<file path="config.mk">
export PLATFORM = sky130hd
export DESIGN_NAME = tiny_z80_subset_executor_unit
export DESIGN_NICKNAME = d
export VERILOG_FILES = /design/src/rtl/tzse_pkg.sv /design/src/rtl/tzse_exec.sv /design/src/rtl/tiny_z80_subset_executor_unit.sv
export VERILOG_INCLUDE_DIRS = /design/src /design/src/rtl
export SDC_FILE = /design/constraint.sdc
export NUM_CORES = 1
export LEC_CHECK = 0
export ABC_AREA = 1
export CORE_MARGIN = 3
export CORE_UTILIZATION = 45
export DETAILED_ROUTE_END_ITERATION = 12
export DONT_BUFFER_PORTS = 1
export PLACE_DENSITY_LB_ADDON = 0.12
export SLEW_MARGIN = 10
export SYNTH_ARGS = -nofsm -noshare
export SYNTH_HDL_FRONTEND = slang
export SYNTH_SLANG_ARGS = --single-unit
</file>
<file path="constraint.sdc">
create_clock -name clk -period 4.8 [get_ports clk]
set_input_delay 0.72 -clock clk [delete_from_list [all_inputs] [get_ports clk]]
set_output_delay 0.72 -clock clk [all_outputs]
set_load 0.01 [all_outputs]
</file>
<file path="src/rtl/tiny_z80_subset_executor_unit_assert.svh">
// assertion macros for the executor rtl
`ifndef TINY_Z80_SUBSET_EXECUTOR_UNIT_ASSERT_SVH
`define TINY_Z80_SUBSET_EXECUTOR_UNIT_ASSERT_SVH

`ifndef SYNTHESIS
// expression holds at every clock edge out of reset
`define TZSE_ASSERT_ALWAYS(label, expr) \
  label: assert property (@(posedge clk) disable iff (rst) (expr)) \
    else $error("tzse assertion failed");
// consequent holds in the cycle after the antecedent
`define TZSE_ASSERT_NEXT(label, ante, cons) \
  label: assert property (@(posedge clk) disable iff (rst) (ante) |=> (cons)) \
    else $error("tzse assertion failed");
`else
`define TZSE_ASSERT_ALWAYS(label, expr)
`define TZSE_ASSERT_NEXT(label, ante, cons)
`endif

`endif

</file>
<file path="src/rtl/tzse_pkg.sv">
// types, codes and helper functions for the z80 subset executor
`default_nettype none
package tzse_pkg;

  // register file indexes, order A F B C D E H L
  localparam logic [2:0] RI_A = 3'd0;
  localparam logic [2:0] RI_F = 3'd1;
  localparam logic [2:0] RI_B = 3'd2;
  localparam logic [2:0] RI_C = 3'd3;
  localparam logic [2:0] RI_D = 3'd4;
  localparam logic [2:0] RI_E = 3'd5;
  localparam logic [2:0] RI_H = 3'd6;
  localparam logic [2:0] RI_L = 3'd7;

  // decode phases
  localparam logic [1:0] PH_OPCODE  = 2'd0;
  localparam logic [1:0] PH_OPERAND = 2'd1;
  localparam logic [1:0] PH_JP_HIGH = 2'd2;

  // opcodes
  localparam logic [7:0] OP_NOP      = 8'h00;
  localparam logic [7:0] OP_INCR_ACC = 8'h3C;
  localparam logic [7:0] OP_LD_A     = 8'h3E;
  localparam logic [7:0] OP_LD_B     = 8'h06;
  localparam logic [7:0] OP_LD_C     = 8'h0E;
  localparam logic [7:0] OP_LD_D     = 8'h16;
  localparam logic [7:0] OP_LD_E     = 8'h1E;
  localparam logic [7:0] OP_LD_H     = 8'h26;
  localparam logic [7:0] OP_LD_L     = 8'h2E;
  localparam logic [7:0] OP_JP       = 8'hC3;
  localparam logic [7:0] OP_HALT     = 8'h76;
  localparam logic [7:0] OP_SWAP_AF  = 8'h08;
  localparam logic [7:0] OP_EXX      = 8'hD9;
  localparam logic [7:0] OP_ADD_AN   = 8'hC6;

  // flag bit masks
  localparam logic [7:0] FLAG_S  = 8'h80;
  localparam logic [7:0] FLAG_Z  = 8'h40;
  localparam logic [7:0] FLAG_H  = 8'h10;
  localparam logic [7:0] FLAG_PV = 8'h04;
  localparam logic [7:0] FLAG_C  = 8'h01;

  localparam logic [7:0] NIBBLE_MASK = 8'h0F;

  // architectural state of the executor
  typedef struct packed {
    logic [15:0]      pc;
    logic [1:0]       phase;
    logic [7:0]       opcode;
    logic [7:0]       low_byte;
    logic             halted;
    logic [7:0][7:0]  main_regs;
    logic [7:0][7:0]  alt_regs;
  } tzse_state_t;

  // load target of an LD r,n opcode: {hit, index}
  function automatic logic [3:0] load_target(input logic [7:0] op);
    logic [3:0] res;
    res = 4'b0000;
    unique case (op)
      OP_LD_A: res = {1'b1, RI_A};
      OP_LD_B: res = {1'b1, RI_B};
      OP_LD_C: res = {1'b1, RI_C};
      OP_LD_D: res = {1'b1, RI_D};
      OP_LD_E: res = {1'b1, RI_E};
      OP_LD_H: res = {1'b1, RI_H};
      OP_LD_L: res = {1'b1, RI_L};
      default: res = 4'b0000;
    endcase
    return res;
  endfunction

  // 8-bit add with flags: {result, flags}
  function automatic logic [15:0] add_flags(input logic [7:0] a, input logic [7:0] n);
    logic [8:0] sum;
    logic [4:0] half;
    logic [7:0] r;
    logic [7:0] f;
    sum  = {1'b0, a} + {1'b0, n};
    half = {1'b0, a[3:0] & NIBBLE_MASK[3:0]} + {1'b0, n[3:0] & NIBBLE_MASK[3:0]};
    r    = sum[7:0];
    f    = 8'h00;
    if (r[7]) f = f | FLAG_S;
    if (r == 8'h00) f = f | FLAG_Z;
    if (half[4]) f = f | FLAG_H;
    if (!(a[7] ^ n[7]) && (a[7] ^ r[7])) f = f | FLAG_PV;
    if (sum[8]) f = f | FLAG_C;
    return {r, f};
  endfunction

endpackage
`default_nettype wire

</file>
<file path="src/rtl/tzse_exec.sv">
// decode and execute of one code byte against the current state
`default_nettype none
module tzse_exec
  import tzse_pkg::*;
#(
  parameter int unsigned PROGRAM_SIZE = 32768
) (
  input  tzse_state_t cur,
  input  logic [7:0]  code_byte,
  output tzse_state_t nxt,
  output logic        done,
  output logic        run_next
);

  localparam logic [16:0] PROG_LIMIT = 17'(PROGRAM_SIZE);

  logic        run_cur;
  logic [3:0]  tgt;
  logic [3:0]  tgt_op;
  logic [15:0] add_res;

  assign run_cur = !cur.halted && ({1'b0, cur.pc} < PROG_LIMIT);
  assign tgt     = load_target(cur.opcode);
  assign tgt_op  = load_target(code_byte);
  assign add_res = add_flags(cur.main_regs[RI_A], code_byte);

  // next state
  always_comb begin
    nxt  = cur;
    done = 1'b0;
    if (run_cur) begin
      nxt.pc = cur.pc + 16'd1;
      unique case (cur.phase)
        PH_OPERAND: begin
          if (cur.opcode == OP_JP) begin
            nxt.low_byte = code_byte;
            nxt.phase    = PH_JP_HIGH;
          end else begin
            if (cur.opcode == OP_ADD_AN) begin
              nxt.main_regs[RI_A] = add_res[15:8];
              nxt.main_regs[RI_F] = add_res[7:0];
            end else if (tgt[3]) begin
              nxt.main_regs[tgt[2:0]] = code_byte;
            end
            nxt.phase = PH_OPCODE;
            done      = 1'b1;
          end
        end
        PH_JP_HIGH: begin
          nxt.pc    = {code_byte, cur.low_byte};
          nxt.phase = PH_OPCODE;
          done      = 1'b1;
        end
        default: begin
          // opcode fetch, unused phase lands here too
          nxt.phase  = PH_OPCODE;
          nxt.opcode = code_byte;
          if (code_byte == OP_JP || code_byte == OP_ADD_AN || tgt_op[3]) begin
            nxt.phase = PH_OPERAND;
          end else begin
            unique case (code_byte)
              OP_INCR_ACC: nxt.main_regs[RI_A] = cur.main_regs[RI_A] + 8'd1;
              OP_HALT:     nxt.halted = 1'b1;
              OP_SWAP_AF: begin
                nxt.main_regs[RI_A] = cur.alt_regs[RI_A];
                nxt.main_regs[RI_F] = cur.alt_regs[RI_F];
                nxt.alt_regs[RI_A]  = cur.main_regs[RI_A];
                nxt.alt_regs[RI_F]  = cur.main_regs[RI_F];
              end
              OP_EXX: begin
                for (int i = 2; i < 8; i++) begin
                  nxt.main_regs[i] = cur.alt_regs[i];
                  nxt.alt_regs[i]  = cur.main_regs[i];
                end
              end
              default: ;
            endcase
            done = 1'b1;
          end
        end
      endcase
    end
  end

  assign run_next = !nxt.halted && ({1'b0, nxt.pc} < PROG_LIMIT);

endmodule
`default_nettype wire

</file>
<file path="src/rtl/tiny_z80_subset_executor_unit.sv">
// top level: input register, execute step, result register
// a byte waits in the input register until the result register can load
// throughput: one byte/cycle if no stall, set by the single execute step
// the input register refills while a result waits, so both sides overlap
// reset clears pc, decode phase, halt mark, both register banks and valids
`default_nettype none
`include "tiny_z80_subset_executor_unit_assert.svh"
module tiny_z80_subset_executor_unit
  import tzse_pkg::*;
#(
  parameter int unsigned PROGRAM_SIZE = 32768
) (
  input  logic        clk,
  input  logic        rst,
  input  logic        in_valid,
  output logic        in_ready,
  input  logic [7:0]  code_byte,
  output logic        out_valid,
  input  logic        out_ready,
  output logic [15:0] fetch_addr,
  output logic        running,
  output logic        instr_done,
  output logic [7:0]  acc_value,
  output logic [7:0]  flag_value,
  output logic [7:0]  b_value,
  output logic [7:0]  c_value,
  output logic [7:0]  d_value,
  output logic [7:0]  e_value,
  output logic [7:0]  h_value,
  output logic [7:0]  l_value
);

  tzse_state_t st;
  tzse_state_t st_next;
  logic        in_full;
  logic [7:0]  in_byte;
  logic        advance;
  logic        exec_go;
  logic        ex_done;
  logic        ex_run;

  assign advance  = !out_valid || out_ready;
  assign exec_go  = in_full && advance;
  assign in_ready = !in_full || advance;

  // input register
  always_ff @(posedge clk) begin
    if (rst) begin
      in_full <= 1'b0;
    end else if (in_ready) begin
      in_full <= in_valid;
    end
    if (in_ready && in_valid) begin
      in_byte <= code_byte;
    end
  end

  tzse_exec #(
    .PROGRAM_SIZE(PROGRAM_SIZE)
  ) u_exec (
    .cur      (st),
    .code_byte(in_byte),
    .nxt      (st_next),
    .done     (ex_done),
    .run_next (ex_run)
  );

  // architectural state
  always_ff @(posedge clk) begin
    if (rst) begin
      st <= '0;
    end else if (exec_go) begin
      st <= st_next;
    end
  end

  // result register
  always_ff @(posedge clk) begin
    if (rst) begin
      out_valid <= 1'b0;
    end else if (advance) begin
      out_valid <= in_full;
    end
    if (exec_go) begin
      fetch_addr <= st_next.pc;
      running    <= ex_run;
      instr_done <= ex_done;
      acc_value  <= st_next.main_regs[RI_A];
      flag_value <= st_next.main_regs[RI_F];
      b_value    <= st_next.main_regs[RI_B];
      c_value    <= st_next.main_regs[RI_C];
      d_value    <= st_next.main_regs[RI_D];
      e_value    <= st_next.main_regs[RI_E];
      h_value    <= st_next.main_regs[RI_H];
      l_value    <= st_next.main_regs[RI_L];
    end
  end

  // checks
  `TZSE_ASSERT_ALWAYS(a_phase_legal, st.phase <= PH_JP_HIGH)
  `TZSE_ASSERT_ALWAYS(a_ready_when_empty, out_valid || in_ready)
  `TZSE_ASSERT_NEXT(a_done_back_to_opcode, exec_go && ex_done, st.phase == PH_OPCODE)
  `TZSE_ASSERT_NEXT(a_halt_sticks, st.halted, st.halted)
  `TZSE_ASSERT_NEXT(a_stopped_pc_holds, exec_go && st.halted, $stable(st.pc))

endmodule
`default_nettype wire

</file>
==> results.cfg, run 1 <==
[cells_and_area]
fill_cells = 2884
final_cell_mix = 315 x nand2_1, 186 x a21oi_1, 184 x inv_1, 181 x o21ai_0, 165 x dfxtp_1
nets = 1718
seqCellArea_um2 = 6010
drive_gt1_share_pct = 7.70
largest-register = st
final_util_pct = 50.0
multi_input_area_um2 = 6210
n_antenna_cell = 0
fin_cells = 2098
largest_reg_flops = 163
top_regs = st: 163 flops, fetch_addr: 16 flops
layout_commonest_cell = nand2_1
synthToLayoutAreaGrowth_pct = 7.97
final_cell_area_um2 = 14600

[route]
ant_nets = 0
drt_iter0_drc = 977
routed_via_density = 5.60
vias = 11800
drt-wirelength-per-cell_um = 17.9
drt_wl_total_um = 37500
drc = 0
dr.pass1.iters = 5

[worst_setup_path]
critical_path.cell_chain = inv_1 > ha_2 > clkinv_1 > nand2_1 > inv_1 > o211ai_1 > nand2_1 > a22oi_1
reg2reg_slack_ns = 1.74
cp.arrival_ns = 3.43
critPathKind = flip-flop to flip-flop
startpoint_type = flip-flop
crit_buf_inv = 3
cp.required_ns = 5.17
max_stage_delay_ns = 0.82
crit_fanout = 26
cp_top_family = buffers and inverters
critPathCaptureType = flip-flop
cp_slowest_cell = clkinv_1

[timing]
fin_crit_ns = 3.06
fin_crit_sh_pct = 63.7
slew_headroom_pct = 37.4
setup_tns_ns = 0
worst_pin_slew_ns = 0.938
finalHoldViolations = 0
skew_ns = 0.0108
finalSetupViolCount = 0
drv_slew = 0
rsz0062_at_grt = no
max_freq_mhz = 327

[synthesis]
synthCells = 1757
syn-cell-area_um2 = 13500
synth-seq-cells = 255
yosys_warnings = 0
synth-edff-count = 90
yosysUniqueCellTypes = 47
synth.avg_cell_area_um2 = 7.69
seq_area_frac_synth_pct = 44.4
synth_nets = 1782
async_reset_ff_share_pct = 0
synth_flop_cell = dfxtp_1

[clock_network]
hold_buffers = 0
cts_max_level = 1
cts_resized = 0
cts_setup_buffers = 0
cts_made_buffers = 28
clk_pin_slew_ns = 0.06
clockRootBuffer = clkbuf_16
cts_tree = yes
cts_sinks = 255
insertion_delay_ns = 0.54
max-clock-path-buffers = 3

[placement]
port_buffers = 0
place_area_um2 = 13700
placed_cells = 2047
hpwl_um = 22700
gp_congestion = 0.911

[power_and_ir_drop]
comb_power_share_pct = 9.2
pwr_density_cell_nw_per_um2 = 349
peakVddDrop_v = 0.000285
p_leak_uw = 0.00607
pwr-share-clk_pct = 43.3
sw_frac_of_total_pct = 25.5
p_sw_uw = 1300
p_int_uw = 3800
total_power_uw = 5090
p_seq_share_pct = 47.4

[status]
status = complete, no violations

[global_routing]
grt-ovfl-total = 0
grt_use_total_pct = 23.3
grt_max_degree = 107
antenna_found_initial = 0
grt_pass1_wl_um = 60500
grt_pass1_vias = 11100

[die]
io_pins = 96
row_count = 62
core_area_um2 = 29200
die_x_um = 179
start_util_pct = 46.3
die_h_um = 179
die_area_um2 = 32100

[worst_hold_path]
worstHoldPathType = input port to flip-flop

[flow_run]
maxCapViolations = 0
[power groups by stage]
stage | clock network, uW | logic, uW | registers, uW
final | 2210 | 470 | 2420
after global routing | 2340 | 538 | 2420
after CTS | 2260 | 468 | 2420
after detailed placement | 0 | 465 | 2460
after global placement | 0 | 460 | 2460
after floorplan | 0 | 373 | 2440
[logic make-up (layout without fill, tap and decap cells)]
kind of cell	count (synthesis)	after routing	synth area share [%]
fa+ha+maj	13	13	1.26
flops	255	255	44.4
buf+inv	315	272	9.65
compound gates	552	552	24.8
simple gates	611	611	19.2
xor+xnor	11	11	0.713
[layout make-up]
| type | count | area share (%) |
|---|---|---|
| Multi-Input combinational cell | 1187 | 42.5 |
| Sequential cell | 255 | 41.2 |
| Clock buffer | 36 | 5.15 |
| Inverter | 197 | 5.13 |
| Tap cell | 384 | 3.29 |
| Timing Repair Buffer | 24 | 1.49 |
| Clock inverter | 15 | 1.23 |
[through the flow]
step	worst slack [ns]	hold WS (ns)
floorplan	0.682	0.458
global placement	1.81	0.467
detailed placement	1.75	0.474
CTS	1.71	0.236
global route	1.51	0.236
finish	1.74	0.267
[worst paths after layout]
path                                    from           end  cells after the start
worst max-delay path                 st[145]  acc_value[1]                      8
worst min-delay path            code_byte[5]    in_byte[5]                      0
worst max register to register       st[145]  acc_value[1]                      8
worst min register to register       st[157]       st[157]                      2
[metal layers]
layer	vias up	share of wire [%]	global-route usage [%]
met5	-	0	0
met4	0	2.4	5.80
met3	66	5.3	3.24
met2	278	45	37.8
met1	5528	48	32.9
li1	5881	-	-
[cell usage after synthesis, types with 6 or more instances]
cell type  count  share of area (%)
a211oi_2      40                3.7
a21oi_1      186                6.9
a22oi_1       53                2.9
buf_1         13               0.36
buf_2         16               0.59
buf_6          6               0.50
clkbuf_1      76                2.1
dfxtp_1      165                 24
edfxtp_1      90                 20
ha_1          12                1.1
inv_1        185                5.1
inv_2         10               0.28
nand2_1      315                8.7
nand3_1      104                3.9
nand4_1       14               0.65
nor2_1       146                4.1
nor3_1        11               0.41
o211ai_1      35                1.9
o21ai_0      181                6.7
o21ai_1       14               0.52
o22ai_1       33                1.5
xor2_1        10               0.65
Power figures use the tool's default switching activity.
==> inputs of run 2 (changes only) <==
--- a/config.mk
+++ b/config.mk
@@ -6,7 +6,7 @@
 export SDC_FILE = /design/constraint.sdc
 export NUM_CORES = 1
 export LEC_CHECK = 0
-export ABC_AREA = 1
+export ABC_AREA = 0
 export CORE_MARGIN = 3
 export CORE_UTILIZATION = 45
 export DETAILED_ROUTE_END_ITERATION = 12
==> constraint.sdc (replaced) <==
create_clock -name clk -period 3.15 [get_ports clk]
set_input_delay 0.4725 -clock clk [delete_from_list [all_inputs] [get_ports clk]]
set_output_delay 0.4725 -clock clk [all_outputs]
set_load 0.01 [all_outputs]
==> run 2 against run 1 <==
Clock skew increased by 0.00090 ns. Setup slack got worse by 1.4 ns. Core utilization increased by 0.84 points. Clock-buffer cell count increased by 4. Clock power increased by 44%. Global-route usage increased by 0.72 points. Flip-flop and latch count unchanged. Sequential power increased by 49%. Largest cell class is now flip-flops and latches. Largest power group unchanged. Highest routed layer unchanged.
==> results.cfg, run 2 <==
[power_and_ir_drop]
peakVddDrop_v = 0.000322
p_seq_share_pct = 50.4
p_sw_uw = 1660
sw_frac_of_total_pct = 23.2
pwr_density_cell_nw_per_um2 = 521
p_int_uw = 5490
comb_power_share_pct = 5.1
pwr-share-clk_pct = 44.6
p_leak_uw = 0.00458

[timing]
worst_pin_slew_ns = 0.882
drv_slew = 0
hold_ws_ns = 0.0219
setup_ws_ns = 0.337
rsz0062_at_grt = no
finalHoldViolations = 0
max_freq_mhz = 356
finalSetupViolCount = 0
slew_headroom_pct = 41.2
setup_tns_ns = 0
skew_ns = 0.0117
fin_crit_ns = 2.81
fin_crit_sh_pct = 89.3

[route]
drc = 0
dr.pass1.iters = 5
vias = 10500
drt_wl_total_um = 36300
drt_iter0_drc = 993
routed_via_density = 5.99
drt-wirelength-per-cell_um = 20.8
ant_nets = 0

[synthesis]
synth_commonest_cells = 262 x nand2_1, 165 x dfxtp_1, 162 x nor2_1
synthTopCellsByArea = dfxtp_1 27%, edfxtp_1 22%, nand2_1 8.0%
synth-edff-count = 90
synth_top_area_share_pct = 26.7
yosysMostFrequentCell = nand2_1
synthCells = 1414
syn-cell-area_um2 = 12400
yosysUniqueCellTypes = 84
yosys_warnings = 0
synth_nets = 1439
synth_flop_cell = dfxtp_1
seq_area_frac_synth_pct = 48.6
synth.avg_cell_area_um2 = 8.74
synth_top_area_cell = dfxtp_1
synth-seq-cells = 255
async_reset_ff_share_pct = 0

[worst_setup_path]
cp.arrival_ns = 3.11
cp_slowest_cell = dfxtp_1
critical_path.cell_chain = ha_1 > inv_1 > fa_1 > nand2b_1 > a21oi_1 > nor4_1 > or3_1 > nand4_1 > a21oi_1 > o22a_1
path_common_cell = a21oi_1
cp.required_ns = 3.45
crit_fanout = 9
critPathCaptureType = flip-flop
critPathKind = flip-flop to flip-flop
startpoint_type = flip-flop
max_stage_delay_ns = 0.51

[clock_network]
cts_made_buffers = 28
clk_pin_slew_ns = 0.06
clockRootBuffer = clkbuf_16
cts_tree = yes
cts_sinks = 255
insertion_delay_ns = 0.55
cts_max_level = 1
cts_setup_buffers = 0
max-clock-path-buffers = 3

[global_routing]
antenna_found_initial = 0
grtUsageMet2_pct = 38.5
grt_pass1_vias = 9748
grt_max_degree = 87
grt-busiest-layer = met2
use_met3_pct = 3.79
grt-ovfl-total = 0
grt_pass1_wl_um = 56600
grt_use_total_pct = 24.1
use_met1_pct = 34.7

[cells_and_area]
drive_gt1_share_pct = 9.03
synthToLayoutAreaGrowth_pct = 10.9
largest-register = st
final_cell_mix = 261 x nand2_1, 165 x dfxtp_1, 160 x nor2_1, 122 x a21oi_1, 90 x edfxtp_1
n_antenna_cell = 0
layout_commonest_cell = nand2_1
nets = 1410
largest_reg_flops = 163
top_regs = st: 163 flops, fetch_addr: 16 flops

[die]
io_pins = 96
start_util_pct = 45.9
die_h_um = 172
die_area_um2 = 29500
die_x_um = 172
core_area_um2 = 27000
row_count = 60

[worst_hold_path]
worstHoldPathType = input port to flip-flop

[placement]
gp_congestion = 0.915
hpwl_um = 22000
post-place-ws_ns = 0.378
port_buffers = 0

[flow_run]
maxCapViolations = 0

[status]
status = complete, no violations
==> run 2: changes by cell type after synthesis, moves of 18 or more <==
cell / delta
inv_1: -172
nand2_1: -53
o21ai_0: -100
a221oi_1: +18
a21oi_1: -64
a22o_1: +43
a211oi_2: -39
o211ai_1: -35
nor4_1: +18
nand3_1: -63
a211oi_1: +30
a22oi_1: -38
mux2i_1: +23
==> run 2: layout make-up <==
type / instances / area (um2)
Multi-Input combinational cell: 1036 / 5860
Clock buffer: 40 / 776
Inverter: 15 / 60.1
Tap cell: 341 / 427
Sequential cell: 255 / 6010
Clock inverter: 12 / 116
Timing Repair Buffer: 49 / 465
Fill cell: 2486 / 13200
==> run 2: logic make-up (layout without fill, tap and decap cells) <==
group	count (synthesis)	after routing	share of synthesized area (%)
buffers and inverters	123	116	4.18
AO/OA/AOI/OAI	414	414	22.0
adder cells (fa/ha/maj)	13	13	1.38
XOR/XNOR	13	13	0.921
multiplexers	24	24	1.95
AND/OR/NAND/NOR	572	572	21.0
flip-flops	255	255	48.6
==> run 2: final timing paths <==
kind                              startpoint            end  slack, ns  cells after the start
worst min-delay path            code_byte[4]     in_byte[4]       0.02                      0
worst max register to register        st[64]  flag_value[6]       0.34                     10
worst min register to register        st[22]         st[22]       0.45                      2
worst max-delay path                  st[64]  flag_value[6]       0.34                     10
==> run 2: stage by stage <==
step	utilization [%]	area (um2)	std cells	total power (uW)
floorplan	-	12400	1414	3900
global placement	47.2	12700	1689	3990
detailed placement	47.2	12700	1689	4000
CTS	50.9	13700	1748	7210
global route	50.9	13700	1748	7400
finish	50.9	13700	1748	7140
==> run 2: what timing repair did <==
| item | 4_1_cts | 5_1_grt |
|---|---|---|
| hold endpoints to repair | 88 | 0 |
| resized for setup | 0 | 0 |
| hold buffers | 7 | 0 |
==> run 2: critical path, delay by kind of cell, from the launching register on <==
family          cells  cell delay (ns)
fa+ha+maj           2             0.64
flops               1             0.51
compound gates      3             0.53
simple gates        4             0.82
buf+inv             1             0.06
==> run 2: power by group through the flow <==
stage               registers [uW]  logic [uW]  clock network (uW)
floorplan                     3640         254                   0
global placement              3670         325                   0
detailed placement            3670         328                   0
CTS                           3600         361                3250
global route                  3610         396                3390
finish                        3600         361                3180
==> run 2: per-layer routing <==
layer  wire length [um]  vias to the layer above  part of all wire [%]
met3               2160                       45                   6.0
li1                   -                     5066                     -
met1              16900                     5006                    47
met2              16600                      345                    46
met4                605                        0                   1.7
met5                  0                        -                     0
